`config.mk`:
```
export PLATFORM = sky130hd
export DESIGN_NAME = write_log_replay_parser_top
export DESIGN_NICKNAME = d
export VERILOG_FILES = /design/src/design/wlrp_pkg.sv /design/src/design/write_log_replay_parser_top.sv /design/src/design/wlrp_cfg.sv /design/src/design/wlrp_step.sv
export SDC_FILE = /design/constraint.sdc
export NUM_CORES = 1
export LEC_CHECK = 0
export BUFFER_PORTS_ARGS = -buffer_cell sky130_fd_sc_hd__buf_2
export CORE_MARGIN = 2
export CORE_UTILIZATION = 65
export CTS_BUF_LIST = sky130_fd_sc_hd__clkbuf_4
export CTS_CLUSTER_SIZE = 24
export DETAILED_ROUTE_END_ITERATION = 16
export PLACE_DENSITY = 0.86
export SYNTH_ARGS = -nofsm -noshare
export SYNTH_HDL_FRONTEND = slang
export SYNTH_SLANG_ARGS = --single-unit
```
`constraint.sdc`:
```
create_clock -name clk -period 15.8 [get_ports clk]
set_clock_uncertainty 0.05 [all_clocks]
set_input_delay 1.58 -clock clk [delete_from_list [all_inputs] [get_ports clk]]
set_output_delay 1.58 -clock clk [all_outputs]
set_load 0.01 [all_outputs]
```
`src/design/wlrp_pkg.sv`:
```
// Shared types and constants of the write log replay parser.
package wlrp_pkg;

    // Record layout.
    localparam int unsigned FIXED_DATA_BYTES = 4;
    localparam int unsigned VAR_HEADER_BYTES = 4;
    localparam logic [7:0]  VAR_MARKER       = 8'hFF;
    localparam logic [7:0]  ERASED_BYTE      = 8'hFF;

    // Configuration register indexes.
    localparam logic [1:0] CFG_LOG_LENGTH    = 2'd0;
    localparam logic [1:0] CFG_EXPECTED_RECS = 2'd1;
    localparam logic [1:0] CFG_TARGET_SIZE   = 2'd2;

    localparam logic [15:0] LOG_LENGTH_RESET    = 16'd1;
    localparam logic [15:0] EXPECTED_RECS_RESET = 16'd0;
    localparam logic [16:0] TARGET_SIZE_RESET   = 17'd0;

    typedef enum logic [2:0] {
        PH_FIRST,
        PH_FIX_LO,
        PH_VAR_LEN,
        PH_VAR_HI,
        PH_VAR_LO,
        PH_DATA
    } phase_t;

    typedef struct packed {
        logic [15:0] log_length;
        logic [15:0] expected_recs;
        logic [16:0] target_size;
    } cfg_t;

    typedef struct packed {
        logic        write_valid;
        logic [15:0] write_offset;
        logic [7:0]  write_byte;
        logic        done_res;
        logic        success;
        logic [15:0] used_bytes;
    } result_t;

endpackage

```
`src/design/write_log_replay_parser_top.sv`:
```
// Top level of the write log replay parser: input register, parse step, result register.
// Accepts one log byte per clock while results are taken, returning one result word per byte:
// the input register holds the byte, the combinational parse step computes its word, and the
// result register loads that word once it has room, so bytes stream back to back; when the output
// stalls, the input stalls once both registers hold a word. Configuration must be written by
// the user through the plain write port only while no replay byte is in flight; the block
// itself does not enforce this. No clearing pass is needed after reset.
module write_log_replay_parser_top (
    input  logic        clk,
    input  logic        rst_n,
    // Log input stream.
    input  logic        s_tvalid,
    output logic        s_tready,
    input  logic [7:0]  s_tdata,   // [7:0] log_byte
    input  logic        s_tuser,   // [0] restart
    // Result stream.
    output logic        m_tvalid,
    input  logic        m_tready,
    output logic [39:0] m_tdata,   // [15:0] write_offset, [23:16] write_byte, [39:24] used_bytes
    output logic [2:0]  m_tuser,   // [0] write_valid, [1] done_res, [2] success
    // Configuration write port.
    input  logic        cfg_we,
    input  logic [1:0]  cfg_index,
    input  logic [16:0] cfg_data
);

    wlrp_pkg::cfg_t    cfg;
    wlrp_pkg::result_t step_res;
    wlrp_pkg::result_t out_res_reg;

    logic       in_valid_reg;
    logic [7:0] in_byte_reg;
    logic       in_restart_reg;
    logic       out_valid_reg;
    logic       out_ready;
    logic       fire;

    assign out_ready = !out_valid_reg || m_tready;
    assign fire      = in_valid_reg && out_ready;
    assign s_tready  = !in_valid_reg || out_ready;

    always_ff @(posedge clk or negedge rst_n)
    begin
        if (!rst_n)
        begin
            in_valid_reg  <= 1'b0;
            out_valid_reg <= 1'b0;
        end
        else
        begin
            if (s_tready)
            begin
                in_valid_reg <= s_tvalid;
            end
            if (out_ready)
            begin
                out_valid_reg <= fire;
            end
        end
    end

    always_ff @(posedge clk)
    begin
        if (s_tvalid && s_tready)
        begin
            in_byte_reg    <= s_tdata;
            in_restart_reg <= s_tuser;
        end
        if (fire)
        begin
            out_res_reg <= step_res;
        end
    end

    wlrp_cfg u_cfg (
        .clk       (clk),
        .rst_n     (rst_n),
        .cfg_we    (cfg_we),
        .cfg_index (cfg_index),
        .cfg_data  (cfg_data),
        .cfg       (cfg)
    );

    wlrp_step u_step (
        .clk      (clk),
        .rst_n    (rst_n),
        .fire     (fire),
        .log_byte (in_byte_reg),
        .restart  (in_restart_reg),
        .cfg      (cfg),
        .res      (step_res)
    );

    assign m_tvalid = out_valid_reg;
    assign m_tdata  = {out_res_reg.used_bytes, out_res_reg.write_byte, out_res_reg.write_offset};
    assign m_tuser  = {out_res_reg.success, out_res_reg.done_res, out_res_reg.write_valid};

    a_accept_fills_input: assert property (@(posedge clk) disable iff (!rst_n)
        s_tvalid && s_tready |=> in_valid_reg)
        else $error("accepted word not held in the input register");

    a_step_fills_output: assert property (@(posedge clk) disable iff (!rst_n)
        fire |=> out_valid_reg)
        else $error("parsed word not held in the result register");

    a_no_overwrite: assert property (@(posedge clk) disable iff (!rst_n)
        out_valid_reg && !m_tready |-> !fire)
        else $error("parse step fired while the result register was stalled");

endmodule

```
`src/design/wlrp_cfg.sv`:
```
// Configuration registers of the write log replay parser.
module wlrp_cfg (
    input  logic              clk,
    input  logic              rst_n,
    input  logic              cfg_we,
    input  logic [1:0]        cfg_index,
    input  logic [16:0]       cfg_data,
    output wlrp_pkg::cfg_t    cfg
);

    logic [15:0] log_length_reg;
    logic [15:0] expected_recs_reg;
    logic [16:0] target_size_reg;

    always_ff @(posedge clk or negedge rst_n)
    begin
        if (!rst_n)
        begin
            log_length_reg    <= wlrp_pkg::LOG_LENGTH_RESET;
            expected_recs_reg <= wlrp_pkg::EXPECTED_RECS_RESET;
            target_size_reg   <= wlrp_pkg::TARGET_SIZE_RESET;
        end
        else if (cfg_we)
        begin
            unique case (cfg_index)
                wlrp_pkg::CFG_LOG_LENGTH:    log_length_reg    <= cfg_data[15:0];
                wlrp_pkg::CFG_EXPECTED_RECS: expected_recs_reg <= cfg_data[15:0];
                wlrp_pkg::CFG_TARGET_SIZE:   target_size_reg   <= cfg_data;
                default:
                begin
                end
            endcase
        end
    end

    assign cfg.log_length    = log_length_reg;
    assign cfg.expected_recs = expected_recs_reg;
    assign cfg.target_size   = target_size_reg;

endmodule

```
`src/design/wlrp_step.sv`:
```
// Replay state and the combinational parse step for one log byte.
module wlrp_step (
    input  logic                 clk,
    input  logic                 rst_n,
    input  logic                 fire,
    input  logic [7:0]           log_byte,
    input  logic                 restart,
    input  wlrp_pkg::cfg_t       cfg,
    output wlrp_pkg::result_t    res
);

    localparam logic [16:0] FIX_MIN_REMAIN = 17'(wlrp_pkg::FIXED_DATA_BYTES + 2);
    localparam logic [16:0] FIX_LEN        = 17'(wlrp_pkg::FIXED_DATA_BYTES);
    localparam logic [7:0]  FIX_COUNT      = 8'(wlrp_pkg::FIXED_DATA_BYTES);
    localparam logic [17:0] VAR_HDR_LEN    = 18'(wlrp_pkg::VAR_HEADER_BYTES);

    wlrp_pkg::phase_t phase_reg, phase_next;
    logic [15:0] pos_reg, pos_next;
    logic [15:0] rec_reg, rec_next;
    logic [15:0] hdr_reg, hdr_next;
    logic [15:0] wp_reg, wp_next;
    logic [7:0]  dr_reg, dr_next;
    logic        fin_reg, fin_next;
    logic [15:0] end_reg, end_next;

    always_ff @(posedge clk or negedge rst_n)
    begin
        if (!rst_n)
        begin
            phase_reg <= wlrp_pkg::PH_FIRST;
            pos_reg   <= '0;
            rec_reg   <= '0;
            hdr_reg   <= '0;
            wp_reg    <= '0;
            dr_reg    <= '0;
            fin_reg   <= 1'b0;
            end_reg   <= '0;
        end
        else if (fire)
        begin
            phase_reg <= phase_next;
            pos_reg   <= pos_next;
            rec_reg   <= rec_next;
            hdr_reg   <= hdr_next;
            wp_reg    <= wp_next;
            dr_reg    <= dr_next;
            fin_reg   <= fin_next;
            end_reg   <= end_next;
        end
    end

    always_comb
    begin
        wlrp_pkg::phase_t phase;
        logic [15:0] pos;
        logic [15:0] rec;
        logic [15:0] hdr;
        logic [15:0] wp;
        logic [7:0]  dr;
        logic        fin;
        logic [15:0] rend;
        logic [15:0] remaining;
        logic [15:0] off;
        logic [7:0]  len;
        logic [15:0] rec_inc;
        logic [7:0]  dr_dec;

        // A restart clears the replay before its own byte is parsed.
        phase = restart ? wlrp_pkg::PH_FIRST : phase_reg;
        pos   = restart ? 16'd0 : pos_reg;
        rec   = restart ? 16'd0 : rec_reg;
        hdr   = restart ? 16'd0 : hdr_reg;
        wp    = restart ? 16'd0 : wp_reg;
        dr    = restart ? 8'd0 : dr_reg;
        fin   = restart ? 1'b0 : fin_reg;
        rend  = restart ? 16'd0 : end_reg;

        phase_next = phase;
        pos_next   = pos;
        rec_next   = rec;
        hdr_next   = hdr;
        wp_next    = wp;
        dr_next    = dr;
        fin_next   = fin;
        end_next   = rend;
        res        = '0;
        remaining  = cfg.log_length - pos;
        off        = {hdr[7:0], log_byte};
        len        = hdr[15:8];
        rec_inc    = rec + 16'd1;
        dr_dec     = dr - 8'd1;

        if (!fin)
        begin
            if (pos >= cfg.log_length)
            begin
                res.done_res = 1'b1;
                fin_next     = 1'b1;
            end
            else
            begin
                pos_next = pos + 16'd1;
                unique case (phase)
                    wlrp_pkg::PH_FIRST:
                    begin
                        if (rec >= cfg.expected_recs)
                        begin
                            // Past the last record only erased bytes may follow.
                            if (log_byte != wlrp_pkg::ERASED_BYTE)
                            begin
                                res.done_res = 1'b1;
                                fin_next     = 1'b1;
                            end
                            else if (remaining == 16'd1)
                            begin
                                res.done_res   = 1'b1;
                                res.success    = 1'b1;
                                res.used_bytes = rend;
                                fin_next       = 1'b1;
                            end
                        end
                        else if (log_byte != wlrp_pkg::VAR_MARKER)
                        begin
                            if ({1'b0, remaining} < FIX_MIN_REMAIN)
                            begin
                                res.done_res = 1'b1;
                                fin_next     = 1'b1;
                            end
                            else
                            begin
                                hdr_next   = {8'd0, log_byte};
                                phase_next = wlrp_pkg::PH_FIX_LO;
                            end
                        end
                        else
                        begin
                            if (18'(remaining) < VAR_HDR_LEN)
                            begin
                                res.done_res = 1'b1;
                                fin_next     = 1'b1;
                            end
                            else
                            begin
                                hdr_next   = {8'd0, log_byte};
                                phase_next = wlrp_pkg::PH_VAR_LEN;
                            end
                        end
                    end
                    wlrp_pkg::PH_FIX_LO:
                    begin
                        if ({1'b0, off} + FIX_LEN > cfg.target_size)
                        begin
                            res.done_res = 1'b1;
                            fin_next     = 1'b1;
                        end
                        else
                        begin
                            wp_next    = off;
                            dr_next    = FIX_COUNT;
                            phase_next = wlrp_pkg::PH_DATA;
                        end
                    end
                    wlrp_pkg::PH_VAR_LEN,
                    wlrp_pkg::PH_VAR_HI:
                    begin
                        // Keeps the length and the offset high byte; the marker is known.
                        hdr_next   = {hdr[7:0], log_byte};
                        phase_next = (phase == wlrp_pkg::PH_VAR_LEN) ?
                                     wlrp_pkg::PH_VAR_HI : wlrp_pkg::PH_VAR_LO;
                    end
                    wlrp_pkg::PH_VAR_LO:
                    begin
                        hdr_next = {hdr[7:0], log_byte};
                        if ((wlrp_pkg::VAR_MARKER == 8'hFF && len == 8'hFF &&
                             hdr[7:0] == 8'hFF && log_byte == 8'hFF) ||
                            len == 8'd0 ||
                            18'(remaining) + 18'd3 < VAR_HDR_LEN + 18'(len) ||
                            {1'b0, off} + 17'(len) > cfg.target_size)
                        begin
                            res.done_res = 1'b1;
                            fin_next     = 1'b1;
                        end
                        else
                        begin
                            wp_next    = off;
                            dr_next    = len;
                            phase_next = wlrp_pkg::PH_DATA;
                        end
                    end
                    wlrp_pkg::PH_DATA:
                    begin
                        res.write_valid  = 1'b1;
                        res.write_offset = wp;
                        res.write_byte   = log_byte;
                        wp_next          = wp + 16'd1;
                        dr_next          = dr_dec;
                        if (dr_dec == 8'd0)
                        begin
                            rec_next   = rec_inc;
                            end_next   = pos + 16'd1;
                            phase_next = wlrp_pkg::PH_FIRST;
                            if ({1'b0, pos} + 17'd1 == {1'b0, cfg.log_length})
                            begin
                                res.done_res = 1'b1;
                                fin_next     = 1'b1;
                                if (rec_inc >= cfg.expected_recs)
                                begin
                                    res.success    = 1'b1;
                                    res.used_bytes = pos + 16'd1;
                                end
                            end
                        end
                    end
                    default:
                    begin
                        res.done_res = 1'b1;
                        fin_next     = 1'b1;
                    end
                endcase
            end
        end
    end

    a_done_sets_finished: assert property (@(posedge clk) disable iff (!rst_n)
        fire && res.done_res |=> fin_reg)
        else $error("replay outcome given but parser not finished");

    a_finished_is_silent: assert property (@(posedge clk) disable iff (!rst_n)
        fire && fin_reg && !restart |-> !res.write_valid && !res.done_res)
        else $error("finished parser produced a write or an outcome");

    a_write_advances: assert property (@(posedge clk) disable iff (!rst_n)
        fire && res.write_valid |=> wp_reg == 16'($past(res.write_offset) + 16'd1))
        else $error("write pointer did not advance after a data byte");

    a_success_needs_done: assert property (@(posedge clk) disable iff (!rst_n)
        fire && res.success |-> res.done_res && phase_next == wlrp_pkg::PH_FIRST)
        else $error("success reported outside a record boundary");

endmodule

```
Word level (Yosys, flattened, before mapping)
Index checks and enable logic that the tools add are counted.
Word-level totals
  input bits: 33
  word-level logic and storage cells: 146
  bits in registers: 195
  output and inout port bits: 45
Operators by class
  add/subtract/negate cells: 10
  equal/unequal tests: 13
  reductions and logical operators: 22
  mux-type cells: 71
  bitwise logic cells: 1
  $lt $le $gt $ge: 8
Operators with widths (count)
  16-bit 2-to-1 mux: 25
  18-bit 2-to-1 mux: 3
  17-bit 2-to-1 mux: 3
  16-bit by 1-bit adder with 16-bit output (second input constant): 3
  16-bit greater-or-equal comparator: 3
  16-bit one-hot mux with 3 select lines: 1
  8-bit 2-to-1 mux: 5
  17-bit greater-than comparator: 2
  17-bit one-hot mux with 2 select lines: 1
  3-bit 2-to-1 mux: 11
  16-bit by 3-bit less-than comparator with 1-bit output (second input constant): 2
  16-bit one-hot mux with 2 select lines: 1
  25-bit 2-to-1 mux: 1
  8-bit == test (second input constant): 3
  8-bit one-hot mux with 3 select lines: 1
  18-bit less-than comparator: 1
  16-bit by 1-bit adder with 17-bit output (second input constant): 1
  16-bit by 2-bit adder with 17-bit output (second input constant): 1
  16-bit by 3-bit adder with 17-bit output (second input constant): 1
  16-bit by 8-bit adder with 17-bit output: 1
  17-bit by 16-bit == test with 1-bit output: 1
  16-bit by 1-bit == test with 1-bit output (second input constant): 1
  8-bit zero test: 2
  1-bit 2-to-1 mux: 16
  other kinds (20): 35

Longest topological paths before layout
  depth after elaboration: 11
  depth in mapped cells: 27
  gate-level depth less buffers: 25

By module
From an unflattened synthesis, not the netlist that was laid out.
Unflattened totals
  cell total of the unflattened synthesis: 1431
  area, all modules: 13705.6 sq um
By module, submodules not included
  wlrp_step: area each 10187.3 sq um, instances 1, seq. area each 2302.2 sq um, cells an instance 1267
  wlrp_cfg: area each 1853.0 sq um, instances 1, seq. area each 1227.4 sq um, cells an instance 104
  write_log_replay_parser_top: area each 1665.3 sq um, instances 1, seq. area each 1611.5 sq um, cells an instance 60

Worst setup path after synthesis
Ideal clock, no wire load.
  path kind: register -> register
  start: register in_restart_reg
  end: register u_step.wp_reg[10]
  arrival: 5.569 ns
  path buffers: 4
  period minus slack after synthesis: 5.748 ns
  required time: 15.621 ns
  path slack: 10.052 ns
  setup time: 0.129 ns
  cell stages (with the launch flop): 25
  path through: edfxtp_1 -> clkinv_1 -> clkbuf_1 -> clkbuf_1 -> buf_1 -> clkbuf_1 -> nand2_1 -> ha_1 -> and2_4 -> a221o_1 -> or3_1 -> nand2_1 -> xnor2_1 -> ha_1 -> a211o_1 -> a21oi_1 -> o22ai_1 -> a211oi_1 -> o311a_1 -> a41oi_1 -> a211oi_2 -> a211oi_4 -> nor2_4 -> nor3_1 -> o41a_1
Between the ends
  cells in the longest elaborated chain, start to end: 11
  elaborated cells between the ends (all ways): 31
  classes of those cells: add/sub (6); order compare (4); eq/ne (5); mux (10); reduce/logical (6)
Ends and longest elaborated chain
  start: declaration: line write_log_replay_parser_top.sv:33  | logic in_restart_reg;
  start signal: assignment: line write_log_replay_parser_top.sv:67  | in_restart_reg <= s_tuser;
  parallel branches: the longest is 10 deep, another holds 18-bit less-than comparator
  16-bit 2-to-1 mux (*): line wlrp_step.sv:93  | if (!fin)
  end signal: assignment: line wlrp_step.sv:45  | wp_reg <= wp_next;
  end: declaration: line wlrp_step.sv:21  | logic [15:0] wp_reg, wp_next;
Every way passes the cells marked *.
A chain may end at the register's enable or synchronous reset.

Final worst setup path
  start: register in_restart_reg
  end: register u_step.wp_reg[8]
The elaborated chain is that of the path after synthesis.

==> results.json <==
{
  "status": "finished, final reports clean",
  "hold_violations": 0,
  "fmax_mhz": 144,
  "remaining_drc_errors": 0,
  "yosys_most_used_dff": "dfrtp_1",
  "vias": 11908,
  "setup_tns_ns": 0,
  "cts-htree-levels": 4,
  "syn-instance-count": 1511,
  "cts.clk_slew.worst_paths_ns": 0.19,
  "ff2ff_setup_slack_ns": 8.85,
  "final_antenna_net_count": 0,
  "power.share.clock_pct": 16.7,
  "layout_common_cells": "151 x nand2_1, 142 x dfrtp_1, 117 x nor2_1",
  "hpwl_um": 27800,
  "cts_made_buffers": 17,
  "grt_max_degree": 81,
  "crit_start": "in_restart_reg$_DFFE_PP_",
  "synth.cell_area_um2": 13700,
  "yosysWarnings": 0,
  "vias_per_cell": 6.43,
  "maxCapViolCount": 0,
  "slew_violations": 0,
  "cts.sink_count": 195,
  "cts_buffer_depth": 2,
  "highest_layer": "met4",
  "avgRoutedWirePerCell_um": 20.0,
  "io_pins": 78,
  "ys_seq_area_share_pct": 37.5,
  "wirelength_met1_um": 15900,
  "drive_gt1_share_pct": 12.7,
  "tightestPinTransition_ns": 1.11,
  "synthAdderAreaFrac_pct": 10.2,
  "synth-edff-count": 52,
  "post_dp_cell_area_um2": 14300,
  "p_seq_share_pct": 40.7,
  "wl_met2_um": 17100,
  "drt_first_pass_iters": 6,
  "synth_simple_gate_area_share_pct": 20.1,
  "setup_viol": 0,
  "synthesis.nets": 1655,
  "die_x_um": 149,
  "portBuffers": 77,
  "cp.arrival_ns": 7.43,
  "worstSetupPathType": "reg -> reg",
  "pwr_density_cell_nw_per_um2": 122,
  "leakage_nw": 6.47,
  "largest_register_ffs": 40,
  "grt_pass1_vias": 11406,
  "synth-xor-area-share_pct": 6.06,
  "cts.repair.resized": 0,
  "wl_met3_um": 3020,
  "synth_top_family_by_area": "simple AND/OR/NAND/NOR gates",
  "grtUsageTotal_pct": 34.1,
  "vdd_drop_max_mv": 0.0720,
  "gp_congestion": 0.983,
  "share_comb_of_total_power_pct": 42.6,
  "routed_wl_um": 37000,
  "synth_mux_area_share_pct": 4.08,
  "grt_pass1_wl_um": 59300,
  "gr-total-overflow": 0,
  "postCtsHoldBufs": 0,
  "clock-root-buffer": "clkbuf_4",
  "syn2layout_area_growth_pct": 6.81,
  "core_um2": 20900,
  "hp-class": "reg -> reg",
  "power_switching_uw": 793,
  "fin_crit_ns": 6.95,
  "rr_endpoint": "u_step.wp_reg[8]$_DFFE_PN0P_",
  "row_count": 53,
  "synth-compound-area-share_pct": 18.1,
  "end_kind": "flop",
  "drt_iter0_drc": 1087,
  "dieArea_um2": 22300,
  "avgSynthCellArea_um2": 9.08,
  "ys_ff_latch": 195,
  "final_area_um2": 14700,
  "path_max_fanout": 59,
  "post-cts-setup-buffers": 0,
  "fin_nets": 1705,
  "rsz0062_at_grt": "no",
  "antenna_found_initial": 2,
  "timing.rr.start": "in_restart_reg$_DFFE_PP_",
  "p_int_uw": 989,
  "p_sw_share_pct": 44.5,
  "crit_end": "u_step.wp_reg[8]$_DFFE_PN0P_",
  "ff2ff_path_depth": 26,
  "die_h_um": 149,
  "clock_latency_ns": 0.62,
  "fillers": 1661,
  "tritoncts": "done",
  "crit_required_ns": 16.28,
  "cp-start-kind": "flop",
  "final_common_cell": "nand2_1",
  "slew_headroom_pct": 25.8,
  "async_reset_ff_share_pct": 73.3,
  "start_util_pct": 65.7,
  "fin_crit_sh_pct": 44.0,
  "ys_types": 87
}
[layout make-up]
type,count,area [µm²],share of cell area (%)
sequential,195,5140,35.1
clock inverter,15,204,1.39
timing repair buffer,90,489,3.34
clock buffer,17,128,0.871
multi-input combinational,1176,8050,54.9
inverter,81,304,2.07
tap,275,344,2.35
antenna,2,5.00,0.0341
[per-stage QoR]
| step | setup WS [ns] | instances | util [%] | power [mW] | hold WS (ns) |
|---|---|---|---|---|---|
| finish | 8.85 | 1851 | 70.2 | 1.78 | 0.458 |
| global route | 8.36 | 1851 | 70.2 | 1.89 | 0.463 |
| CTS | 8.97 | 1849 | 70.2 | 1.76 | 0.461 |
| detailed placement | 8.96 | 1817 | 68.6 | 1.47 | 0.423 |
| global placement | 9.24 | 1817 | 68.6 | 1.45 | 0.412 |
| floorplan | 10.05 | 1511 | - | 1.25 | 0.400 |
[Yosys cell counts, types with 3 or more instances]
library cell	n	area share [%]
nand3_1	58	2.1
dfrtp_1	142	26
nor2_1	117	3.2
nand4_1	25	1.1
a211o_1	4	0.26
edfxtp_1	52	11
a21o_1	26	1.4
o2bb2ai_1	4	0.26
o2111ai_1	7	0.45
a22oi_1	27	1.5
nand3b_1	7	0.38
xnor2_1	47	3.0
o21bai_1	4	0.22
nor3_1	23	0.84
o211ai_1	8	0.44
a21oi_1	80	2.9
xor2_1	48	3.1
and3_1	31	1.4
or2_2	3	0.14
o211a_1	3	0.22
a22o_1	22	1.4
a31oi_1	10	0.46
o21ai_0	91	3.3
o22ai_1	5	0.23
a21boi_0	6	0.33
nor2b_1	45	2.1
nor3b_1	10	0.55
buf_2	6	0.22
and4_1	5	0.32
clkbuf_1	47	1.3
mux2_2	48	3.9
o21a_1	12	0.66
buf_1	4	0.11
nand2b_1	10	0.46
ha_1	109	9.9
nand2_1	151	4.1
a41oi_1	3	0.19
or3_1	14	0.64
a31o_2	4	0.26
inv_1	80	2.2
nor4_1	13	0.59
a221o_1	9	0.66
a211oi_1	14	0.77
and2_1	23	1.0
o21ai_1	6	0.22
[worst min path at each step]
| stage | startpoint | end | slack [ns] | cells past startpoint |
|---|---|---|---|---|
| 2_1_floorplan | u_step.wp_reg[15]$_DFFE_PN0P_ | u_step.wp_reg[15]$_DFFE_PN0P_ | 0.40 | 2 |
| 3_3_place_gp | u_step.end_reg[2]$_DFFE_PN0P_ | u_step.end_reg[2]$_DFFE_PN0P_ | 0.41 | 2 |
| 3_5_place_dp | u_step.end_reg[8]$_DFFE_PN0P_ | u_step.end_reg[8]$_DFFE_PN0P_ | 0.42 | 2 |
| 4_1_cts | u_step.end_reg[2]$_DFFE_PN0P_ | u_step.end_reg[2]$_DFFE_PN0P_ | 0.46 | 2 |
| 5_1_grt | in_valid_reg$_DFFE_PN0N_ | m_tvalid$_DFFE_PN0P_ | 0.46 | 1 |
| 6_report | u_step.end_reg[14]$_DFFE_PN0P_ | u_step.end_reg[14]$_DFFE_PN0P_ | 0.46 | 2 |
[per-layer routing]
| layer | track usage (%) | vias to the layer above |
|---|---|---|
| li1 | - | 5560 |
| met1 | 48.3 | 5677 |
| met2 | 53.9 | 584 |
| met3 | 4.53 | 87 |
| met4 | 12.5 | 0 |
| met5 | 0 | - |
[logic make-up after synthesis]
| group | Yosys count |
|---|---|
| AND/OR/NAND/NOR | 549 |
| flip-flops | 195 |
| multiplexers | 50 |
| XOR/XNOR | 95 |
| adder cells (fa/ha/maj) | 111 |
| AO/OA/AOI/OAI | 371 |
| buffers and inverters | 140 |
[critical path: stages, from the launching register on]
cell and delay [ns]:
edfxtp_1 0.35, buf_4 0.50, buf_4 0.51, clkinv_1 0.12, buf_4 0.30, nand2_1 0.18
inv_1 0.10, ha_1 0.33, a21oi_1 0.24, o21ai_0 0.12, a21oi_1 0.26, o21bai_1 0.10
a21oi_1 0.22, nor2b_1 0.07, o21ai_1 0.39, o21ai_0 0.16, a21oi_1 0.19, ha_1 0.28
a21o_1 0.16, a21oi_1 0.17, nand2_1 0.07, o41ai_1 0.06, o21ai_0 0.33, a211oi_4 0.71
o21ai_2 0.33, o21a_1 0.26, a211o_1 0.27
[power by group through the flow]
| stage | clock, mW | sequential, mW | combinational [mW] |
|---|---|---|---|
| after floorplan | 0 | 0.668 | 0.584 |
| after global placement | 0 | 0.724 | 0.724 |
| after detailed placement | 0 | 0.727 | 0.743 |
| after CTS | 0.299 | 0.717 | 0.747 |
| after global routing | 0.317 | 0.734 | 0.841 |
| final | 0.297 | 0.726 | 0.759 |
Power figures use the tool's default switching activity.
